==> config.mk <==
export PLATFORM = sky130hd
export DESIGN_NAME = uart_frame_receiver
export DESIGN_NICKNAME = d
export VERILOG_FILES = /design/src/design/ufr_pkg.sv /design/src/design/uart_frame_receiver.sv /design/src/design/ufr_front.sv /design/src/design/ufr_queue.sv /design/src/design/ufr_back.sv
export SDC_FILE = /design/constraint.sdc
export NUM_CORES = 2
export LEC_CHECK = 0
export BUFFER_PORTS_ARGS = -buffer_cell sky130_fd_sc_hd__buf_2
export CORE_MARGIN = 10
export CORE_UTILIZATION = 51
export CTS_CLUSTER_DIAMETER = 100
export DETAILED_ROUTE_END_ITERATION = 10
export PLACE_DENSITY_LB_ADDON = 0.05
export SYNTH_ARGS = -nofsm -noshare
export SYNTH_HDL_FRONTEND = slang
export SYNTH_SLANG_ARGS = --single-unit
==> constraint.sdc <==
create_clock -name i_clk -period 3 [get_ports i_clk]
set_input_delay 0.45 -clock i_clk [delete_from_list [all_inputs] [get_ports i_clk]]
set_output_delay 0.45 -clock i_clk [all_outputs]
set_load 0.005 [all_outputs]
==> src/design/ufr_pkg.sv <==
// Shared types and constants for the UART frame receiver.
package ufr_pkg;

    localparam logic [1:0] MODE_BYTE    = 2'd0;
    localparam logic [1:0] MODE_RELEASE = 2'd1;
    localparam logic [1:0] MODE_READ    = 2'd2;

    localparam logic [7:0] HEADER_CHAR  = 8'h23;
    localparam logic [7:0] TRAILER_CHAR = 8'h24;

    localparam int QUEUE_DEPTH = 2;
    localparam int QPTR_W      = $clog2(QUEUE_DEPTH);
    localparam int QCNT_W      = $clog2(QUEUE_DEPTH + 1);

    typedef struct packed {
        logic       frame_ready;
        logic [7:0] frame_length;
        logic [7:0] read_byte;
    } t_result;

endpackage

==> src/design/uart_frame_receiver.sv <==
// UART frame receiver top level: parser front end, result queue, output stage.
// Input channel: i_valid / o_stall with i_mode, i_rx_byte, i_read_index. Mode byte
//   feeds the frame parser ('#', length, payload, '$', checksum), mode release
//   clears the held frame, mode read returns one stored byte.
// Output channel: o_valid / i_stall with o_frame_ready, o_frame_length and
//   o_read_byte; exactly one result transaction per input transaction, in order.
// Throughput: one transaction per cycle while o_stall is low; the parser phase update
//   is registered on accept; the frame store has one write and one read port.
// Result path: an accepted input passes through the parser/store-read stage,
//   the queue and the output register before its result is presented.
// Reset: synchronous, active low; parser returns to header hunt, length reads
//   as 0, queue and output stage empty. Frame store contents are not cleared,
//   no clearing pass is needed.
// Downstream stall: the output register holds its transaction, the queue fills,
//   and o_stall rises only once the queue is full and the front stage is
//   occupied; no transaction is dropped.
module uart_frame_receiver #(
    parameter int STORE_DEPTH = 256
) (
    input  logic       i_clk,
    input  logic       i_rst_n,
    input  logic       i_valid,
    output logic       o_stall,
    input  logic [1:0] i_mode,
    input  logic [7:0] i_rx_byte,
    input  logic [7:0] i_read_index,
    output logic       o_valid,
    input  logic       i_stall,
    output logic       o_frame_ready,
    output logic [7:0] o_frame_length,
    output logic [7:0] o_read_byte
);
    import ufr_pkg::*;

    logic    q_full;
    logic    q_push;
    t_result q_in;
    logic    q_pop;
    logic    q_valid;
    t_result q_out;

    ufr_front #(
        .STORE_DEPTH (STORE_DEPTH)
    ) u_front (
        .i_clk        (i_clk),
        .i_rst_n      (i_rst_n),
        .i_valid      (i_valid),
        .o_stall      (o_stall),
        .i_mode       (i_mode),
        .i_rx_byte    (i_rx_byte),
        .i_read_index (i_read_index),
        .i_q_full     (q_full),
        .o_q_push     (q_push),
        .o_q_data     (q_in)
    );

    ufr_queue u_queue (
        .i_clk   (i_clk),
        .i_rst_n (i_rst_n),
        .i_push  (q_push),
        .i_data  (q_in),
        .o_full  (q_full),
        .i_pop   (q_pop),
        .o_valid (q_valid),
        .o_data  (q_out)
    );

    ufr_back u_back (
        .i_clk          (i_clk),
        .i_rst_n        (i_rst_n),
        .i_q_valid      (q_valid),
        .i_q_data       (q_out),
        .o_q_pop        (q_pop),
        .o_valid        (o_valid),
        .i_stall        (i_stall),
        .o_frame_ready  (o_frame_ready),
        .o_frame_length (o_frame_length),
        .o_read_byte    (o_read_byte)
    );

endmodule

==> src/design/ufr_front.sv <==
// Front end: accepts transactions, runs the frame parser and frame store, feeds the queue.
module ufr_front #(
    parameter int STORE_DEPTH = 256
) (
    input  logic            i_clk,
    input  logic            i_rst_n,
    input  logic            i_valid,
    output logic            o_stall,
    input  logic [1:0]      i_mode,
    input  logic [7:0]      i_rx_byte,
    input  logic [7:0]      i_read_index,
    input  logic            i_q_full,
    output logic            o_q_push,
    output ufr_pkg::t_result o_q_data
);
    import ufr_pkg::*;

    localparam int AW = $clog2(STORE_DEPTH);

    typedef enum logic [2:0] {
        HUNT    = 3'd0,
        LEN     = 3'd1,
        PAYLOAD = 3'd2,
        TRAILER = 3'd3,
        CHECK   = 3'd4,
        HELD    = 3'd5
    } t_phase;

    t_phase     r_phase, n_phase;
    logic [7:0] r_sum, n_sum;
    logic [7:0] r_count, n_count;
    logic       r_ready, n_ready;
    logic [7:0] r_length, n_length;

    logic       r_s1_valid;
    logic       r_s1_ready;
    logic [7:0] r_s1_length;
    logic       r_s1_rd_mem;
    logic       r_s1_rd_len;

    logic [7:0] r_store [STORE_DEPTH];
    logic [7:0] r_rdata;

    logic          accept;
    logic          wr_en;
    logic          rd_en;
    logic [AW-1:0] wr_addr;
    logic [AW-1:0] rd_addr;
    logic [7:0]    sum_add;
    logic [7:0]    count_inc;

    assign o_stall  = r_s1_valid && i_q_full;
    assign accept   = i_valid && !o_stall;
    assign o_q_push = r_s1_valid && !i_q_full;

    assign sum_add   = r_sum + i_rx_byte;
    assign count_inc = r_count + 8'd1;
    assign wr_addr   = count_inc[AW-1:0];
    assign rd_addr   = i_read_index[AW-1:0];
    assign wr_en     = accept && (i_mode == MODE_BYTE) && (r_phase == PAYLOAD);
    assign rd_en     = accept && (i_mode == MODE_READ) && (i_read_index != 8'd0);

    always_comb begin
        n_phase  = r_phase;
        n_sum    = r_sum;
        n_count  = r_count;
        n_ready  = r_ready;
        n_length = r_length;
        case (i_mode)
            MODE_BYTE: begin
                n_sum = sum_add;
                case (r_phase)
                    HUNT: begin
                        n_sum   = i_rx_byte;
                        n_phase = (i_rx_byte == HEADER_CHAR) ? LEN : HUNT;
                    end
                    LEN: begin
                        n_length = i_rx_byte;
                        n_count  = 8'd0;
                        n_phase  = PAYLOAD;
                    end
                    PAYLOAD: begin
                        n_count = count_inc[7:0];
                        if (count_inc[7:0] >= r_length) begin
                            n_phase = TRAILER;
                        end
                    end
                    TRAILER: begin
                        if (i_rx_byte != TRAILER_CHAR) begin
                            n_sum   = i_rx_byte;
                            n_phase = (i_rx_byte == HEADER_CHAR) ? LEN : HUNT;
                        end else begin
                            n_phase = CHECK;
                        end
                    end
                    CHECK: begin
                        if (sum_add != 8'd0) begin
                            n_sum   = i_rx_byte;
                            n_phase = (i_rx_byte == HEADER_CHAR) ? LEN : HUNT;
                        end else begin
                            n_ready = 1'b1;
                            n_phase = HELD;
                        end
                    end
                    default: begin
                    end
                endcase
            end
            MODE_RELEASE: begin
                n_ready = 1'b0;
                n_count = 8'd0;
                n_phase = HUNT;
                n_sum   = 8'd0;
            end
            default: begin
            end
        endcase
    end

    always_ff @(posedge i_clk) begin
        if (!i_rst_n) begin
            r_phase    <= HUNT;
            r_sum      <= 8'd0;
            r_count    <= 8'd0;
            r_ready    <= 1'b0;
            r_length   <= 8'd0;
            r_s1_valid <= 1'b0;
        end else begin
            if (accept) begin
                r_phase    <= n_phase;
                r_sum      <= n_sum;
                r_count    <= n_count;
                r_ready    <= n_ready;
                r_length   <= n_length;
                r_s1_valid <= 1'b1;
            end else if (o_q_push) begin
                r_s1_valid <= 1'b0;
            end
        end
    end

    always_ff @(posedge i_clk) begin
        if (accept) begin
            r_s1_ready  <= n_ready;
            r_s1_length <= n_length;
            r_s1_rd_mem <= (i_mode == MODE_READ) && (i_read_index != 8'd0);
            r_s1_rd_len <= (i_mode == MODE_READ) && (i_read_index == 8'd0);
        end
    end

    always_ff @(posedge i_clk) begin
        if (wr_en) begin
            r_store[wr_addr] <= i_rx_byte;
        end
        if (rd_en) begin
            r_rdata <= r_store[rd_addr];
        end
    end

    always_comb begin
        o_q_data.frame_ready  = r_s1_ready;
        o_q_data.frame_length = r_s1_length;
        if (r_s1_rd_mem) begin
            o_q_data.read_byte = r_rdata;
        end else if (r_s1_rd_len) begin
            o_q_data.read_byte = r_s1_length;
        end else begin
            o_q_data.read_byte = 8'd0;
        end
    end

`ifndef SYNTHESIS
    a_ready_held: assert property (@(posedge i_clk) disable iff (!i_rst_n)
        r_ready |-> (r_phase == HELD))
        else $error("ready flag set outside held phase");

    a_no_len_overwrite: assert property (@(posedge i_clk) disable iff (!i_rst_n)
        wr_en |-> (wr_addr != '0))
        else $error("payload write hit the length entry");

    a_s1_hold: assert property (@(posedge i_clk) disable iff (!i_rst_n)
        o_stall |=> (r_s1_valid && $stable(o_q_data)))
        else $error("stage result changed while stalled");
`endif

endmodule

==> src/design/ufr_queue.sv <==
// Short result queue between the parser front end and the output stage.
module ufr_queue (
    input  logic             i_clk,
    input  logic             i_rst_n,
    input  logic             i_push,
    input  ufr_pkg::t_result i_data,
    output logic             o_full,
    input  logic             i_pop,
    output logic             o_valid,
    output ufr_pkg::t_result o_data
);
    import ufr_pkg::*;

    t_result           r_mem [QUEUE_DEPTH];
    logic [QPTR_W-1:0] r_wr_ptr;
    logic [QPTR_W-1:0] r_rd_ptr;
    logic [QCNT_W-1:0] r_count;

    assign o_full  = (r_count == QCNT_W'(QUEUE_DEPTH));
    assign o_valid = (r_count != '0);
    assign o_data  = r_mem[r_rd_ptr];

    always_ff @(posedge i_clk) begin
        if (!i_rst_n) begin
            r_wr_ptr <= '0;
            r_rd_ptr <= '0;
            r_count  <= '0;
        end else begin
            if (i_push) begin
                r_wr_ptr <= r_wr_ptr + 1'b1;
            end
            if (i_pop) begin
                r_rd_ptr <= r_rd_ptr + 1'b1;
            end
            if (i_push && !i_pop) begin
                r_count <= r_count + 1'b1;
            end else if (!i_push && i_pop) begin
                r_count <= r_count - 1'b1;
            end
        end
    end

    always_ff @(posedge i_clk) begin
        if (i_push) begin
            r_mem[r_wr_ptr] <= i_data;
        end
    end

endmodule

==> src/design/ufr_back.sv <==
// Output stage: registered result transaction toward the downstream receiver.
module ufr_back (
    input  logic             i_clk,
    input  logic             i_rst_n,
    input  logic             i_q_valid,
    input  ufr_pkg::t_result i_q_data,
    output logic             o_q_pop,
    output logic             o_valid,
    input  logic             i_stall,
    output logic             o_frame_ready,
    output logic [7:0]       o_frame_length,
    output logic [7:0]       o_read_byte
);
    import ufr_pkg::*;

    logic    r_valid;
    t_result r_data;

    assign o_q_pop        = i_q_valid && (!r_valid || !i_stall);
    assign o_valid        = r_valid;
    assign o_frame_ready  = r_data.frame_ready;
    assign o_frame_length = r_data.frame_length;
    assign o_read_byte    = r_data.read_byte;

    always_ff @(posedge i_clk) begin
        if (!i_rst_n) begin
            r_valid <= 1'b0;
        end else if (o_q_pop) begin
            r_valid <= 1'b1;
        end else if (!i_stall) begin
            r_valid <= 1'b0;
        end
    end

    always_ff @(posedge i_clk) begin
        if (o_q_pop) begin
            r_data <= i_q_data;
        end
    end

endmodule

======== Yosys cells after proc, flatten, opt, wreduce, memory -nomap -nowiden ========
Memories as Yosys holds them, arrays and structs flattened. A register that Yosys moved wholly into a read port is not among the register bits.
Cells that the tools add are included.
word-level totals
  memories ................................ 2
  flip-flop bits (word level) ............. 45
  RAM bits ................................ 2082
  logic and storage cells ................. 96
  output and inout port bits .............. 19
cells by class
  eq/ne operators ......................... 13
  muxes and demuxes ....................... 29
  reduce and logical (&&, ||, !) cells .... 31
  $add $sub $neg .......................... 6
  magnitude comparators ................... 1
memory list
  name             words  bits a word  rd ports  clocked after Yosys merged registers in  write ports  RTL line         source
  u_front.r_store  256    8            1         1                                        1            ufr_front.sv:41  logic [7:0] r_store [STORE_DEPTH];
  u_queue.r_mem    2      17           1         1                                        1            ufr_queue.sv:14  t_result r_mem [QUEUE_DEPTH];
operator list
  kind                                                    number
  2-to-1 mux 8 bit                                        6
  case mux 8 bit (2 select lines)                         3
  case mux 8 bit (3 select lines)                         1
  nonzero test 8 bit                                      2
  case mux 3 bit (5 select lines)                         1
  logical AND 1 bit                                       12
  2-to-1 mux 1 bit                                        11
  2-to-1 mux 3 bit                                        3
  adder 8 x 1 -> 8 bit (second input constant)            1
  adder 8 bit                                             1
  equality test 8 x 6 -> 1 bit (second input constant)    1
  greater-or-equal comparator 8 bit                       1
  zero test 8 bit                                         1
  inequality test 8 x 6 -> 1 bit (second input constant)  1
  nonzero test 2 bit                                      4
  equality test 3 x 2 -> 1 bit (second input constant)    2
  zero test 1 bit                                         6
  inequality test 3 bit (second input constant)           2
  inequality test 6 bit (second input constant)           1
  case mux 3 bit (2 select lines)                         1
  equality test 2 bit (second input constant)             2
  2-to-1 mux 2 bit                                        2
  AND reduction 4 bit                                     1
  equality test 3 x 1 -> 1 bit (second input constant)    1
  12 further kinds                                        13

======== Logic depth before layout (Yosys ltp) ========
  word-level depth ........................ 8
  mapped depth ............................ 12

======== Modules after synthesis ========
Synthesis repeated with hierarchy kept, for this count alone.
unflattened totals
  cells, all modules ...................... 4116
  area, all modules ....................... 84234.5 um^2
by module, submodules not included
  module     times used  cells an instance  area an instance (um^2)  seq. area each (um^2)
  ufr_front  1           4020               82238.9                  62650.1
  ufr_queue  1           75                 1446.4                   1121.1
  ufr_back   1           21                 549.3                    530.5

======== Worst setup path before layout ========
OpenSTA, ideal clock, no wires.
  path type ............................... in2reg
  start point ............................. input port i_rx_byte[0]
  end point ............................... register u_front.r_sum[5]
  stages .................................. 8
  arrival time ............................ 2.666 ns
  setup time .............................. 0.117 ns
  path buffers ............................ 0
  setup slack ............................. 0.216 ns
  cells stage by stage .................... ha_1 fa_1 a211oi_1 nor4b_1 nand4b_1 a2111o_1 or3_4 a32o_1
on the way
  word-level cells in the longest chain between the ends .. 5
  elaborated cells on any way between the ends .. 7
  those cells by class .................... add/sub (1); eq/ne (1); mux (4); reduce/logical (1)
RTL lines
  what                               RTL line                   source
  start, declared                    uart_frame_receiver.sv:25  input logic [7:0] i_rx_byte,
  adder 8 bit                        ufr_front.sv:56            assign sum_add = r_sum + i_rx_byte;
  nonzero test 8 bit                 ufr_front.sv:97            if (sum_add != 8'd0) begin
  2-to-1 mux 8 bit                   ufr_front.sv:97
  case mux 8 bit (3 select lines) *  ufr_front.sv:72            case (r_phase)
  case mux 8 bit (2 select lines) *  ufr_front.sv:69            case (i_mode)
  end signal, assigned               ufr_front.sv:131           r_sum <= n_sum;
  end, declared                      ufr_front.sv:30            logic [7:0] r_sum, n_sum;
Mark *: on every way between the ends. The rest lies on a longest branch, timed or not.
A chain may end at the register's enable or synchronous reset.

======== Final worst setup path ========
  start point ............................. register u_front.r_count[3]
  end point ............................... memory u_front.r_store[83][5] (enable)
on the way
  word-level cells in the longest chain between the ends .. 1
RTL lines
  what                    RTL line          source
  start, declared         ufr_front.sv:31   logic [7:0] r_count, n_count;
  start signal, assigned  ufr_front.sv:132  r_count <= n_count;
  adder 8 x 1 -> 8 bit    ufr_front.sv:57   assign count_inc = r_count + 8'd1;
  end, declared           ufr_front.sv:41
No other way between the ends.

==> impl_metrics.tcl <==
set metrics [dict create \
    status "finished, final reports clean" \
    die_w_um 429 \
    htreeDepth 4 \
    netlist-cell-type-count 89 \
    pwr-share-clk_pct 41.8 \
    grt_pass1_wl_um 357000 \
    rsz0062_at_grt "no" \
    end_kind "flop" \
    yosysSeqAreaShare_pct 75.4 \
    ant_nets 0 \
    core_um2 167000 \
    synthArstFlopShare_pct 0 \
    syn-instance-count 4176 \
    die-area_um2 184000 \
    dp.cells 7008 \
    p_leak_uw 0.0339 \
    grt_max_degree 177 \
    die_y_um 429 \
    final_area_um2 101000 \
    met2WireLength_um 117000 \
    swShare_pct 21.7 \
    antenna_found_initial 10 \
    min_path_type "in2reg" \
    portBuffers 40 \
    timing.fmax_ghz 0.341 \
    worstSetupPathType "reg2reg" \
    reg2reg_depth 8 \
    crit_buf_inv 2 \
    grtUsageTotal_pct 27.1 \
    slew_violations 0 \
    setup_violations 0 \
    start_util_pct 51.2 \
    slew_headroom_pct 17.6 \
    clk_pin_slew_ns 0.06 \
    path_delay_family "simple AND/OR/NAND/NOR gates" \
    synth_edf_count 2118 \
    p_per_area_nw_per_um2 638 \
    fin_skew_ns 0.0383 \
    wl_um 253000 \
    cts_tree "done" \
    cp.arrival_ns 3.39 \
    insertion_delay_ns 0.87 \
    final_cell_mix "edfxtp_1 (2118), buf_4 (767), mux4_2 (334)" \
    post-route-drc-count 0 \
    ys_ff_latch 2152 \
    numCtsBuffers 217 \
    clockRootBuffer "clkbuf_16" \
    crit_path_frequent_cell "and3_1" \
    grt.overflow.total 0 \
    crit_fanout 16 \
    path_cells "and3_1 > and3_1 > xor2_1 > buf_4 > nor2b_1 > nand2_1 > buf_12 > nor2_1" \
    route.met3.wl_um 22000 \
    clock_sinks 2152 \
    p_int_uw 50400 \
    p_comb_share_pct 6.2 \
    vdd_drop_max_uv 679 \
    drv_cap 0 \
    fin_cells 7416 \
    pre_cts_ws_ns -0.975 \
    ys.flop_type "edfxtp_1" \
    globalplace.congestion 0.880 \
    place_area_um2 93700 \
    nNetsFinal 5071 \
    cp-start-kind "flop" \
    synthToLayoutAreaGrowth_pct 18.3 \
    seqPwrFrac_pct 51.9 \
    dr.max_layer_used "met5" \
    required_ns 3.47 \
    cts.path.max_buffers 3 \
    drt_first_pass_iters 5 \
    syn_area_per_cell_um2 20.4 \
    worst_pin_slew_ns 1.24 \
    fin_crit_ns 2.93 \
    syn_nets 4219 \
    row_count 150 \
    io_pins 41 \
    critPathMaxStageDelay_ns 0.70 \
    setup_slack_ns 0.0712 \
    vias_per_cell 6.28 \
    grt_pass1_vias 46100 \
    final_common_cell "edfxtp_1" \
    holdPathStages 1 \
    initialDrtViolationCount 6217 \
    fin_crit_sh_pct 97.6 \
    finalHoldViolCount 0 \
    wl_met1_um 104000 \
    path_depth 8 \
    synth_area_um2 85300 \
    wire_per_inst_um 34.1 \
    critical-path-slowest-cell "nor2_1" \
    via_count 46600 \
    ys_warn_count 0 \
    drive_above_1_share_pct 31.2 \
    dp_hpwl_um 167000 \
    power_switching_uw 13900 \
]
final cells by class:
cell class | instances | area, um^2
sequential | 2152 | 64300
antenna | 6 | 15.0
clock inverter | 137 | 1280
clock buffer | 260 | 5750
timing repair buffer | 882 | 7530
tap | 2204 | 2760
multi-input combinational | 1745 | 19200
inverter | 30 | 115
fill | 12100 | 65800
sequential cells by signal (all words and copies together), names as in the netlist, 2 cells and up:
register	cells
u_front.r_sum	8
u_front.r_store	2048
u_back.o_frame_length	8
u_front.r_count	8
u_front.r_phase	3
u_front.r_s1_length	8
u_front.r_rdata	8
u_queue.r_mem	34
u_front.r_length	8
u_back.o_read_byte	8
u_queue.r_count	2
cell families after synthesis:
family | synth area share [%]
DFF | 75.4
muxes | 14.8
and+or+nand+nor | 2.96
AOI/OAI and AO/OA | 4.10
buffers and inverters | 2.37
adders and majority gates | 0.317
xor gates and xnor gates | 0.133
path summary, 6_finish.rpt:
kind	startpoint	endpoint	slack (ns)
worst max-delay path	u_front.r_count[3]	u_front.r_store[83][5]	0.07
worst min-delay path	i_rx_byte[3]	u_front.r_store[169][3]	0.05
worst max register to register	u_front.r_count[3]	u_front.r_store[83][5]	0.07
worst min register to register	u_front.r_s1_ready	u_queue.r_mem[0][16]	0.45
repair_timing:
action                                  CTS  global route
hold buffers                              5             0
endpoints found under the setup margin   81           195
buffers inserted                          0             0
gates resized for setup                  10            20
endpoints found under the hold margin    14             0
cells in the mapped netlist (16+ instances only):
cell type	number	area (um^2)
buf_4	27	203
buf_6	25	282
a22oi_1	77	578
o21ai_0	40	200
nor2_1	318	1190
nand2_1	97	364
mux4_2	334	7520
o22ai_1	30	188
nor3_1	20	100
a211oi_1	39	293
nand3_1	28	140
inv_1	25	93.8
buf_2	56	280
mux4_1	102	2680
buf_8	20	300
edfxtp_1	2118	63600
a21oi_1	72	360
mux2i_1	203	2030
nor2b_1	18	113
a22o_1	31	272
a221oi_1	41	359
dfxtp_1	34	681
clkbuf_8	21	289
ha_1	20	250
o221ai_1	25	219
a31oi_1	16	100
mux2_2	32	360
clkbuf_1	79	297
per-layer routing:
| metal | GRT usage (%) | vias to the layer above |
|---|---|---|
| li1 | - | 19200 |
| met1 | 38.8 | 24700 |
| met2 | 41.8 | 2261 |
| met3 | 5.46 | 442 |
| met4 | 9.58 | 2 |
| met5 | 0 | - |
stage by stage:
| stage | hold slack [ns] | power, uW | TNS [ns] | utilization (%) |
|---|---|---|---|---|
| final | 0.0498 | 64300 | 0 | 60.5 |
| after global routing | 0.0214 | 66100 | 0 | 60.5 |
| after CTS | 0.00456 | 64700 | 0 | 60.5 |
| after detailed placement | 0.436 | 38000 | -10.97 | 56.2 |
| after global placement | 0.426 | 38000 | -10.98 | 56.2 |
| after floorplan | 0.421 | 35900 | 0 | - |
power groups by stage:
stage,registers (uW),clock network [uW],logic [uW]
after global placement,34000,0,3960
final,33400,26900,4020
after CTS,33400,27300,4020
after floorplan,34000,0,1920
after detailed placement,34000,0,4000
after global routing,33400,28500,4210
Note: power is estimated with default switching activity, not from simulation.
